--- config.mk ---
export PLATFORM = sky130hd
export DESIGN_NAME = multi_slot_delay_timer
export DESIGN_NICKNAME = d
export VERILOG_FILES = /design/src/msdt_pkg.sv /design/src/multi_slot_delay_timer.sv /design/src/msdt_slot_store.sv
export SDC_FILE = /design/constraint.sdc
export NUM_CORES = 1
export LEC_CHECK = 0
export BUFFER_PORTS_ARGS = -buffer_cell sky130_fd_sc_hd__buf_2
export CAP_MARGIN = 20
export CORE_MARGIN = 1
export CORE_UTILIZATION = 30
export CTS_CLUSTER_SIZE = 30
export DETAILED_ROUTE_END_ITERATION = 10
export GPL_ROUTABILITY_DRIVEN = 1
export HOLD_SLACK_MARGIN = 0.03
export SYNTH_ARGS = -nofsm -noshare
export SYNTH_HDL_FRONTEND = slang
export SYNTH_HIERARCHICAL = 1
export SYNTH_SLANG_ARGS = --single-unit
--- constraint.sdc ---
create_clock -name clk -period 15.2 [get_ports clk]
set_input_delay 3.04 -clock clk [delete_from_list [all_inputs] [get_ports clk]]
set_output_delay 3.04 -clock clk [all_outputs]
set_load 0.03 [all_outputs]
--- src/msdt_pkg.sv ---
`timescale 1ns / 1ps
// ----------------------------------------------------------------------------
// msdt_pkg: shared types and constants of the multi-slot delay timer
// Holds the slot entry layout, the result layout, request and result codes.
// ----------------------------------------------------------------------------
package msdt_pkg;

	localparam int SLOTS_DEF   = 8;
	localparam int IDLE_DEF    = 65535;
	localparam int MAX_RESULTS = 8;
	localparam int CNT_W       = 16;

	localparam logic [1:0] FUNC_TICK   = 2'd0;
	localparam logic [1:0] FUNC_CREATE = 2'd1;
	localparam logic [1:0] FUNC_CANCEL = 2'd2;

	localparam logic [2:0] KIND_NONE      = 3'd0;
	localparam logic [2:0] KIND_EXPIRED   = 3'd1;
	localparam logic [2:0] KIND_CREATED   = 3'd2;
	localparam logic [2:0] KIND_REJECTED  = 3'd3;
	localparam logic [2:0] KIND_CANCELLED = 3'd4;

	// One slot as it sits in the slot memory.
	typedef struct packed {
		logic             notify;
		logic             block;
		logic [CNT_W-1:0] count;
	} entry_t;

	// One result as it travels to the output register.
	typedef struct packed {
		logic [2:0] kind;
		logic [2:0] slot;
		logic       notify;
		logic       wake;
		logic       block;
	} result_t;

endpackage

--- src/multi_slot_delay_timer.sv ---
`timescale 1ns / 1ps
// ----------------------------------------------------------------------------
// multi_slot_delay_timer: one-shot delay slots sharing a millisecond tick
// Channel   Dir  Payload
// s_axis    in   tuser: func; tdata: slot, delay_ticks, want_notify, want_block
// m_axis    out  tuser: kind; tdata: out_slot, notify, wake_task, block_task;
//                tlast: last
//
// A create sweeps the slot memory to choose the current slot, and so does a cancel
// of the current slot; a tick reads the current slot and sweeps only when it
// expires slots. The sweep reads one entry a cycle through the single read port
// while the output does not stall it. Reset clears the slots at once through the
// per-entry valid bits, so no clearing pass follows reset.
// A stalled output holds the sweep only when a second result is ready while
// the output register is still occupied.
// ----------------------------------------------------------------------------
module multi_slot_delay_timer import msdt_pkg::*; #(
	parameter int SLOTS      = SLOTS_DEF,
	parameter int IDLE_COUNT = IDLE_DEF
) (
	input  logic        clk,
	input  logic        arst_n,
	input  logic        s_axis_tvalid,
	output logic        s_axis_tready,
	// [3:0] slot, [19:4] delay_ticks, [20] want_notify, [21] want_block
	input  logic [23:0] s_axis_tdata,
	// [1:0] func
	input  logic [1:0]  s_axis_tuser,
	output logic        m_axis_tvalid,
	input  logic        m_axis_tready,
	// [2:0] out_slot, [3] notify, [4] wake_task, [5] block_task
	output logic [7:0]  m_axis_tdata,
	// [2:0] kind
	output logic [2:0]  m_axis_tuser,
	output logic        m_axis_tlast
);

	localparam int ADDR_W = (SLOTS > 1) ? $clog2(SLOTS) : 1;
	localparam int CUR_W  = $clog2(SLOTS + 1);
	localparam int N_W    = $clog2(MAX_RESULTS + 1);

	localparam logic [CNT_W-1:0]  IDLE_CNT = CNT_W'(IDLE_COUNT);
	localparam logic [CNT_W-1:0]  MAX_CNT  = CNT_W'(IDLE_COUNT - 1);
	localparam logic [CUR_W-1:0]  NONE     = CUR_W'(SLOTS);
	localparam logic [ADDR_W-1:0] LAST_IDX = ADDR_W'(SLOTS - 1);
	localparam logic [N_W-1:0]    N_MAX    = N_W'(MAX_RESULTS);

	// Sequencer states.
	localparam logic [2:0] ST_IDLE   = 3'd0;
	localparam logic [2:0] ST_CANCEL = 3'd1;
	localparam logic [2:0] ST_CHECK  = 3'd2;
	localparam logic [2:0] ST_SCAN0  = 3'd3;
	localparam logic [2:0] ST_SCAN   = 3'd4;
	localparam logic [2:0] ST_FIN    = 3'd5;

	// Request fields.
	logic [1:0]       in_func;
	logic [3:0]       in_slot;
	logic [CNT_W-1:0] in_delay;
	logic             in_wn;
	logic             in_wb;
	logic             in_fire;

	assign in_func  = s_axis_tuser;
	assign in_slot  = s_axis_tdata[3:0];
	assign in_delay = s_axis_tdata[19:4];
	assign in_wn    = s_axis_tdata[20];
	assign in_wb    = s_axis_tdata[21];

	// Control state.
	logic [2:0]       state_q, state_d;
	logic             running_q, running_d;
	logic [CUR_W-1:0] cur_q, cur_d;
	logic [CNT_W-1:0] elapsed_q, elapsed_d;
	logic             pend_v_q, pend_v_d;
	logic             out_v_q, out_v_d;
	logic [N_W-1:0]   n_q, n_d;

	// Working registers of the current request.
	logic [ADDR_W-1:0] slot_q, slot_d;
	logic [CNT_W-1:0]  c_q, c_d;
	logic              sub_q, sub_d;
	logic [ADDR_W-1:0] idx_q, idx_d;
	logic [CNT_W-1:0]  best_q, best_d;
	logic [CUR_W-1:0]  who_q, who_d;
	result_t           pend_q, pend_d;
	result_t           out_q, out_d;
	logic              out_last_q, out_last_d;

	// Slot memory port.
	logic              wr_en;
	logic [ADDR_W-1:0] wr_addr;
	entry_t            wr_data;
	logic              rd_en;
	logic [ADDR_W-1:0] rd_addr;
	entry_t            rd_data;

	msdt_slot_store #(
		.SLOTS      (SLOTS),
		.IDLE_COUNT (IDLE_COUNT)
	) u_store (
		.clk     (clk),
		.arst_n  (arst_n),
		.wr_en   (wr_en),
		.wr_addr (wr_addr),
		.wr_data (wr_data),
		.rd_en   (rd_en),
		.rd_addr (rd_addr),
		.rd_data (rd_data)
	);

	assign s_axis_tready = (state_q == ST_IDLE);
	assign in_fire       = s_axis_tvalid && s_axis_tready;

	// The output register is free when empty or being drained this cycle.
	logic out_free;
	logic out_load;
	assign out_free = !out_v_q || m_axis_tready;

	// Create: range check and the saturating load value.
	logic             slot_ok;
	logic             delay_ok;
	logic [CNT_W-1:0] base;
	logic [CNT_W:0]   sum;
	logic [CNT_W-1:0] load_cnt;

	assign slot_ok  = (int'(in_slot) < SLOTS);
	assign delay_ok = (in_delay != '0) && (in_delay < IDLE_CNT);
	assign base     = running_q ? elapsed_q : '0;
	assign sum      = {1'b0, in_delay} + {1'b0, base};
	assign load_cnt = (sum > {1'b0, MAX_CNT}) ? MAX_CNT : sum[CNT_W-1:0];

	// Sweep datapath: one slot per cycle unless stalled, subtracting the fired count on a
	// tick sweep and tracking the lowest-index smallest active count.
	logic             active;
	logic [CNT_W-1:0] rem;
	logic [CNT_W-1:0] nr;
	logic             expire;
	logic [CNT_W-1:0] newrem;
	logic             stall;
	logic             take;
	logic [CUR_W-1:0] who_n;

	assign rem    = rd_data.count;
	assign active = (rem != IDLE_CNT);
	assign nr     = (rem <= c_q) ? '0 : (rem - c_q);
	assign expire = sub_q && active && (nr == '0) && (n_q < N_MAX);
	assign newrem = (!sub_q || !active) ? rem : (expire ? IDLE_CNT : nr);
	assign stall  = expire && pend_v_q && !out_free;
	assign take   = (newrem != IDLE_CNT) && (newrem < best_q);
	assign who_n  = take ? CUR_W'(idx_q) : who_q;

	always_comb begin
		state_d    = state_q;
		running_d  = running_q;
		cur_d      = cur_q;
		elapsed_d  = elapsed_q;
		pend_v_d   = pend_v_q;
		n_d        = n_q;
		slot_d     = slot_q;
		c_d        = c_q;
		sub_d      = sub_q;
		idx_d      = idx_q;
		best_d     = best_q;
		who_d      = who_q;
		pend_d     = pend_q;
		out_d      = out_q;
		out_last_d = out_last_q;
		out_load   = 1'b0;
		wr_en      = 1'b0;
		wr_addr    = '0;
		wr_data    = rd_data;
		rd_en      = 1'b0;
		rd_addr    = '0;

		unique case (state_q)
			ST_IDLE: begin
				if (in_fire) begin
					slot_d = in_slot[ADDR_W-1:0];
					priority if (in_func == FUNC_CREATE) begin
						if (slot_ok && delay_ok) begin
							// Load the slot now, then choose the current slot.
							wr_en     = 1'b1;
							wr_addr   = in_slot[ADDR_W-1:0];
							wr_data   = '{notify: in_wn, block: in_wb, count: load_cnt};
							elapsed_d = base;
							running_d = 1'b1;
							pend_d    = '{kind: KIND_CREATED, slot: in_slot[2:0],
								notify: 1'b0, wake: 1'b0, block: in_wb};
							pend_v_d  = 1'b1;
							sub_d     = 1'b0;
							state_d   = ST_SCAN0;
						end else begin
							pend_d   = '{kind: KIND_REJECTED, slot: in_slot[2:0],
								notify: 1'b0, wake: 1'b0, block: 1'b0};
							pend_v_d = 1'b1;
							state_d  = ST_FIN;
						end
					end else if (in_func == FUNC_CANCEL) begin
						// Out-of-range cancels vanish without a result.
						if (slot_ok) begin
							rd_en   = 1'b1;
							rd_addr = in_slot[ADDR_W-1:0];
							state_d = ST_CANCEL;
						end
					end else if (in_func == FUNC_TICK) begin
						if (running_q) begin
							elapsed_d = elapsed_q + CNT_W'(1);
							if (cur_q != NONE) begin
								rd_en   = 1'b1;
								rd_addr = cur_q[ADDR_W-1:0];
								state_d = ST_CHECK;
							end
						end
					end else begin
						state_d = ST_IDLE;
					end
				end
			end
			ST_CANCEL: begin
				wr_en    = 1'b1;
				wr_addr  = slot_q;
				wr_data  = '{notify: rd_data.notify, block: rd_data.block, count: IDLE_CNT};
				pend_d   = '{kind: KIND_CANCELLED, slot: 3'(slot_q),
					notify: 1'b0, wake: rd_data.block, block: 1'b0};
				pend_v_d = 1'b1;
				sub_d    = 1'b0;
				state_d  = (CUR_W'(slot_q) == cur_q) ? ST_SCAN0 : ST_FIN;
			end
			ST_CHECK: begin
				if (elapsed_q >= rem) begin
					elapsed_d = elapsed_q - rem;
					c_d       = rem;
					sub_d     = 1'b1;
					state_d   = ST_SCAN0;
				end else begin
					state_d = ST_IDLE;
				end
			end
			ST_SCAN0: begin
				rd_en   = 1'b1;
				rd_addr = '0;
				idx_d   = '0;
				best_d  = IDLE_CNT;
				who_d   = NONE;
				n_d     = '0;
				state_d = ST_SCAN;
			end
			ST_SCAN: begin
				if (!stall) begin
					if (sub_q) begin
						wr_en   = 1'b1;
						wr_addr = idx_q;
						wr_data = '{notify: rd_data.notify, block: rd_data.block,
							count: newrem};
					end
					if (expire) begin
						// An earlier expiry still held is not the last one.
						if (pend_v_q) begin
							out_load   = 1'b1;
							out_d      = pend_q;
							out_last_d = 1'b0;
						end
						pend_d   = '{kind: KIND_EXPIRED, slot: 3'(idx_q),
							notify: rd_data.notify, wake: rd_data.block, block: 1'b0};
						pend_v_d = 1'b1;
						n_d      = n_q + N_W'(1);
					end
					if (take) begin
						best_d = newrem;
					end
					who_d = who_n;
					if (idx_q == LAST_IDX) begin
						cur_d     = who_n;
						running_d = (who_n != NONE);
						state_d   = ST_FIN;
					end else begin
						rd_en   = 1'b1;
						rd_addr = idx_q + ADDR_W'(1);
						idx_d   = idx_q + ADDR_W'(1);
					end
				end
			end
			ST_FIN: begin
				if (!pend_v_q) begin
					state_d = ST_IDLE;
				end else if (out_free) begin
					out_load   = 1'b1;
					out_d      = pend_q;
					out_last_d = 1'b1;
					pend_v_d   = 1'b0;
					state_d    = ST_IDLE;
				end
			end
			default: begin
				state_d = ST_IDLE;
			end
		endcase

		if (out_load) begin
			out_v_d = 1'b1;
		end else if (m_axis_tready) begin
			out_v_d = 1'b0;
		end else begin
			out_v_d = out_v_q;
		end
	end

	always_ff @(posedge clk or negedge arst_n) begin
		if (!arst_n) begin
			state_q   <= ST_IDLE;
			running_q <= 1'b0;
			cur_q     <= NONE;
			elapsed_q <= '0;
			pend_v_q  <= 1'b0;
			out_v_q   <= 1'b0;
			n_q       <= '0;
		end else begin
			state_q   <= state_d;
			running_q <= running_d;
			cur_q     <= cur_d;
			elapsed_q <= elapsed_d;
			pend_v_q  <= pend_v_d;
			out_v_q   <= out_v_d;
			n_q       <= n_d;
		end
	end

	always_ff @(posedge clk) begin
		slot_q     <= slot_d;
		c_q        <= c_d;
		sub_q      <= sub_d;
		idx_q      <= idx_d;
		best_q     <= best_d;
		who_q      <= who_d;
		pend_q     <= pend_d;
		out_q      <= out_d;
		out_last_q <= out_last_d;
	end

	assign m_axis_tvalid = out_v_q;
	assign m_axis_tuser  = out_q.kind;
	assign m_axis_tdata  = {2'b00, out_q.block, out_q.wake, out_q.notify, out_q.slot};
	assign m_axis_tlast  = out_last_q;

	// A new request is taken only after the held result has been flushed.
	assert property (@(posedge clk) disable iff (!arst_n)
		s_axis_tready |-> !pend_v_q)
		else $error("request accepted while a result is still held");

	// A stopped timer never names a current slot.
	assert property (@(posedge clk) disable iff (!arst_n)
		!running_q |-> (cur_q == NONE))
		else $error("current slot set while timer is stopped");

	// The output register is never overwritten before it is taken.
	assert property (@(posedge clk) disable iff (!arst_n)
		out_load |-> out_free)
		else $error("output register overwritten");

	// The expiry count of one tick stays within its limit.
	assert property (@(posedge clk) disable iff (!arst_n)
		n_q <= N_MAX)
		else $error("too many expiries in one tick");

endmodule

--- src/msdt_slot_store.sv ---
`timescale 1ns / 1ps
// ----------------------------------------------------------------------------
// msdt_slot_store: slot memory of the delay timer
// One write port, one registered read port, a valid bit per entry so that an
// entry never written since reset reads as an idle slot.
// ----------------------------------------------------------------------------
module msdt_slot_store import msdt_pkg::*; #(
	parameter int SLOTS      = SLOTS_DEF,
	parameter int IDLE_COUNT = IDLE_DEF,
	localparam int ADDR_W    = (SLOTS > 1) ? $clog2(SLOTS) : 1
) (
	input  logic              clk,
	input  logic              arst_n,
	input  logic              wr_en,
	input  logic [ADDR_W-1:0] wr_addr,
	input  entry_t            wr_data,
	input  logic              rd_en,
	input  logic [ADDR_W-1:0] rd_addr,
	output entry_t            rd_data
);

	localparam entry_t RESET_ENTRY = '{notify: 1'b0, block: 1'b0,
		count: CNT_W'(IDLE_COUNT)};

	entry_t             mem [SLOTS];
	logic [SLOTS-1:0]   vld_q;
	entry_t             rd_data_q;

	always_ff @(posedge clk or negedge arst_n) begin
		if (!arst_n) begin
			vld_q <= '0;
		end else if (wr_en) begin
			vld_q[wr_addr] <= 1'b1;
		end
	end

	always_ff @(posedge clk) begin
		if (wr_en) begin
			mem[wr_addr] <= wr_data;
		end
	end

	// A read and a write of the same entry in one cycle return the old data.
	always_ff @(posedge clk) begin
		if (rd_en) begin
			rd_data_q <= vld_q[rd_addr] ? mem[rd_addr] : RESET_ENTRY;
		end
	end

	assign rd_data = rd_data_q;

endmodule
==> metrics.txt <==
status completed; Via density around 5.4; All-Layer GR Usage approximately 16%; min cycle time layout between 6 and 7 ns; first-pass GRT wire length approximately 65000 µm; critical path arrival 7.00 ns; initial antenna violation count 2; TritonCTS buffer count 29; Filler Cells Inserted 4810; port bufs 39; slowest CP cell a221oi_1; flops & latches, synth about 260; top-count cell post-synth edfxtp_1; die area just over 50000 µm²; first drt pass iteration count 6; hpwl dp a little under 30000 µm; Commonest cells post-synth 224 x edfxtp_1, 129 x nor2_1, 91 x o21ai_0; clock latency on the worst-skew pair about 0.58 ns; post-placement cell count around 2000; largest net degree at the start of global routing 39; HP Class reg2reg; GR Layer Usage met1 between 20 and 25%; Power Dens Cells roughly 230 nW/µm²; met2 track demand over resource between 20 and 30%; # H-tree levels 1; post-CTS setup buffer count 0; setup TNS 0 ns; Pins Over Slew Limit 0; critical path class in2reg; Synth Warn # 6; Vias ~11000; hold_buf cts 0; Die Wd 225.9 µm; worst path required time 15.43 ns; Worst setup SP type primary input; total core area approximately 49000 µm²; vias in the first global route approximately 11000; Area Overhead vs Synth 13.31%; Synth top area share between 40% and 50%; Sequential Area 7679 µm²; mean post-synth cell area ~11 µm²; diode count 0; 1st-iter DRT viols 950; Clock Tree Root clkbuf_16; Clock Path Buffers 3; Synth Flop Type edfxtp_1; Setup crit end kind flip-flop; period utilisation layout between 40 and 50%; Unique masters post-synth 86; CTS sink cnt 262; Slew headroom 24.61%; Die Ht roughly 230 µm; GR Util met3 2.394%; Post-synth EDFFs between 200 and 250; drt drc 0; ratio of cells with drive above 1 in the final layout a little over an eighth; GRT Max-Usage Layer met2; Leakage 6.345 nW; post-CTS sizing 0; worst-path fanout max 8; TritonCTS clock tree yes; Worst Max-Slew Pin Slew approximately 1.1 ns; Synth area leader edfxtp_1; gpl congestion just under 1; routed len/inst 20.12 µm; Synth area leaders edfxtp_1 45%, dfrtp_1 6.2%, ha_1 5.8%; crit-path max cell delay ~0.77 ns; post-synthesis sequential area ratio roughly half; Final ANT Viol Nets 0; Max Cap Viol 0; Cells after Synth 1345; async set or reset register ratio after synthesis 14.50%; Clk pin slew, worst setup/hold paths ~0.060 ns; DRT Wirelength around 42000 µm; num rows slightly above 80; clock skew ~0.022 ns; area occupied by multi-input gates around 6900 µm²; Final Hold Fails 0; num ports between 40 and 50; Initial Utilization a little under a third; RSZ-0062 raised after global routing false; cell area after synthesis approximately 15000 µm²; Finished Layout Cells between 2000 and 2500; total gr overflow 0; fmax 0.1477 GHz; Final Setup Violations 0; peak supply drop a little over 100 µV; worst-path cell chain buf_2 > ha_1 > fa_1 > a211o_1 > o211ai_1 > a211oi_1 > o41a_1 > o21ai_0 > o21ai_0 > nor2_1 > a221oi_1 > a2111oi_0 > a221oi_1; NumNets Final ~1500
==> power by group <==
group          leakage [nW]  internal (mW)  switching, mW
sequential             2.52           1.16          0.141
clock                 0.480          0.411          0.306
combinational          3.34          0.716           1.24
total                  6.34           2.29           1.68
==> sequential cells by signal, summed over array words and instances (netlist names), 6 cells and up <==
signal           count
elapsed_q           16
best_q              16
c_q                 16
u_store/mem        144
m_axis_tdata         6
pend_q               9
u_store/vld_q        8
u_store/rd_data     18
==> layer usage <==
layer  vias up  share of wire, %  routed length [µm]
met5         -             0.031                  13
met4         2               2.5                1055
met3        76               5.5                2305
met2       376                48               20100
met1      5525                44               18230
li1       5195                 -                   -
==> worst max-delay path, delay by kind of cell <==
| kind | cells | cell delay [ns] |
|---|---|---|
| buf+inv | 1 | 0.11 |
| simple gates | 1 | 0.18 |
| compound gates | 9 | 3.19 |
| fa+ha+maj | 2 | 0.47 |
==> area by class of cell <==
class	instances	share of cell area (%)
clock inverter	16	1.050
timing repair buffer	61	2.306
sequential	262	45.07
clock buffer	38	4.693
inverter	73	1.608
multi-input combinational	959	40.39
tap	664	4.877
==> cell families (layout without fill, tap and decap cells) <==
logic type,after synthesis,in the layout,synth area share (%)
XOR/XNOR,29,29,1.689
AO/OA/AOI/OAI,349,349,15.37
other,1,2,0.02494
flip-flops,262,262,51.07
adder cells (fa/ha/maj),73,73,6.225
AND/OR/NAND/NOR,442,442,14.60
buffers and inverters,125,188,3.445
multiplexers,64,64,7.581
==> final timing paths <==
kind	start	cells after the start	slack [ns]	end
worst max-delay path	s_axis_tdata[4]	13	8.43	u_store/mem[0][13]$_DFFE_PP_
worst min-delay path	pend_q[1]$_DFFE_PP_	0	0.42	m_axis_tdata[4]$_DFFE_PP_
worst max register to register	u_store/rd_data[0]$_SDFFCE_PN1P_	24	8.48	best_q[2]$_SDFFCE_PN1P_
worst min register to register	pend_q[1]$_DFFE_PP_	0	0.42	m_axis_tdata[4]$_DFFE_PP_
max in group asynchronous	arst_n	2	12.29	elapsed_q[14]$_DFFE_PN0P_
min in group asynchronous	arst_n	1	2.38	cur_q[0]$_DFFE_PN0P_
==> placed cells by master, fill, tap and decap left out, types with 29 or more instances in the layout <==
master,n
nand3_1,32
o21ai_0,90
edfxtp_1,224
buf_2,39
mux4_2,34
dfrtp_1,37
inv_1,73
nor2_1,123
a21oi_1,75
nand2b_1,30
clkbuf_16,29
ha_1,70
nand2_1,86
==> metrics by stage <==
stage | total power, mW | instance area [µm²] | setup slack, ns | utilization, % | hold slack, ns
after detailed placement | 3.236 | 16030 | 7.925 | 32.61 | 0.4066
after global placement | 3.198 | 16000 | 8.008 | 32.56 | 0.4133
after global routing | 4.219 | 17040 | 8.141 | 34.66 | 0.4305
final | 3.970 | 17040 | 8.431 | 34.66 | 0.4236
after floorplan | 2.649 | 15040 | 8.685 | - | 0.4003
after CTS | 3.969 | 17010 | 8.499 | 34.60 | 0.4273
(Power assumes the default switching activity.)
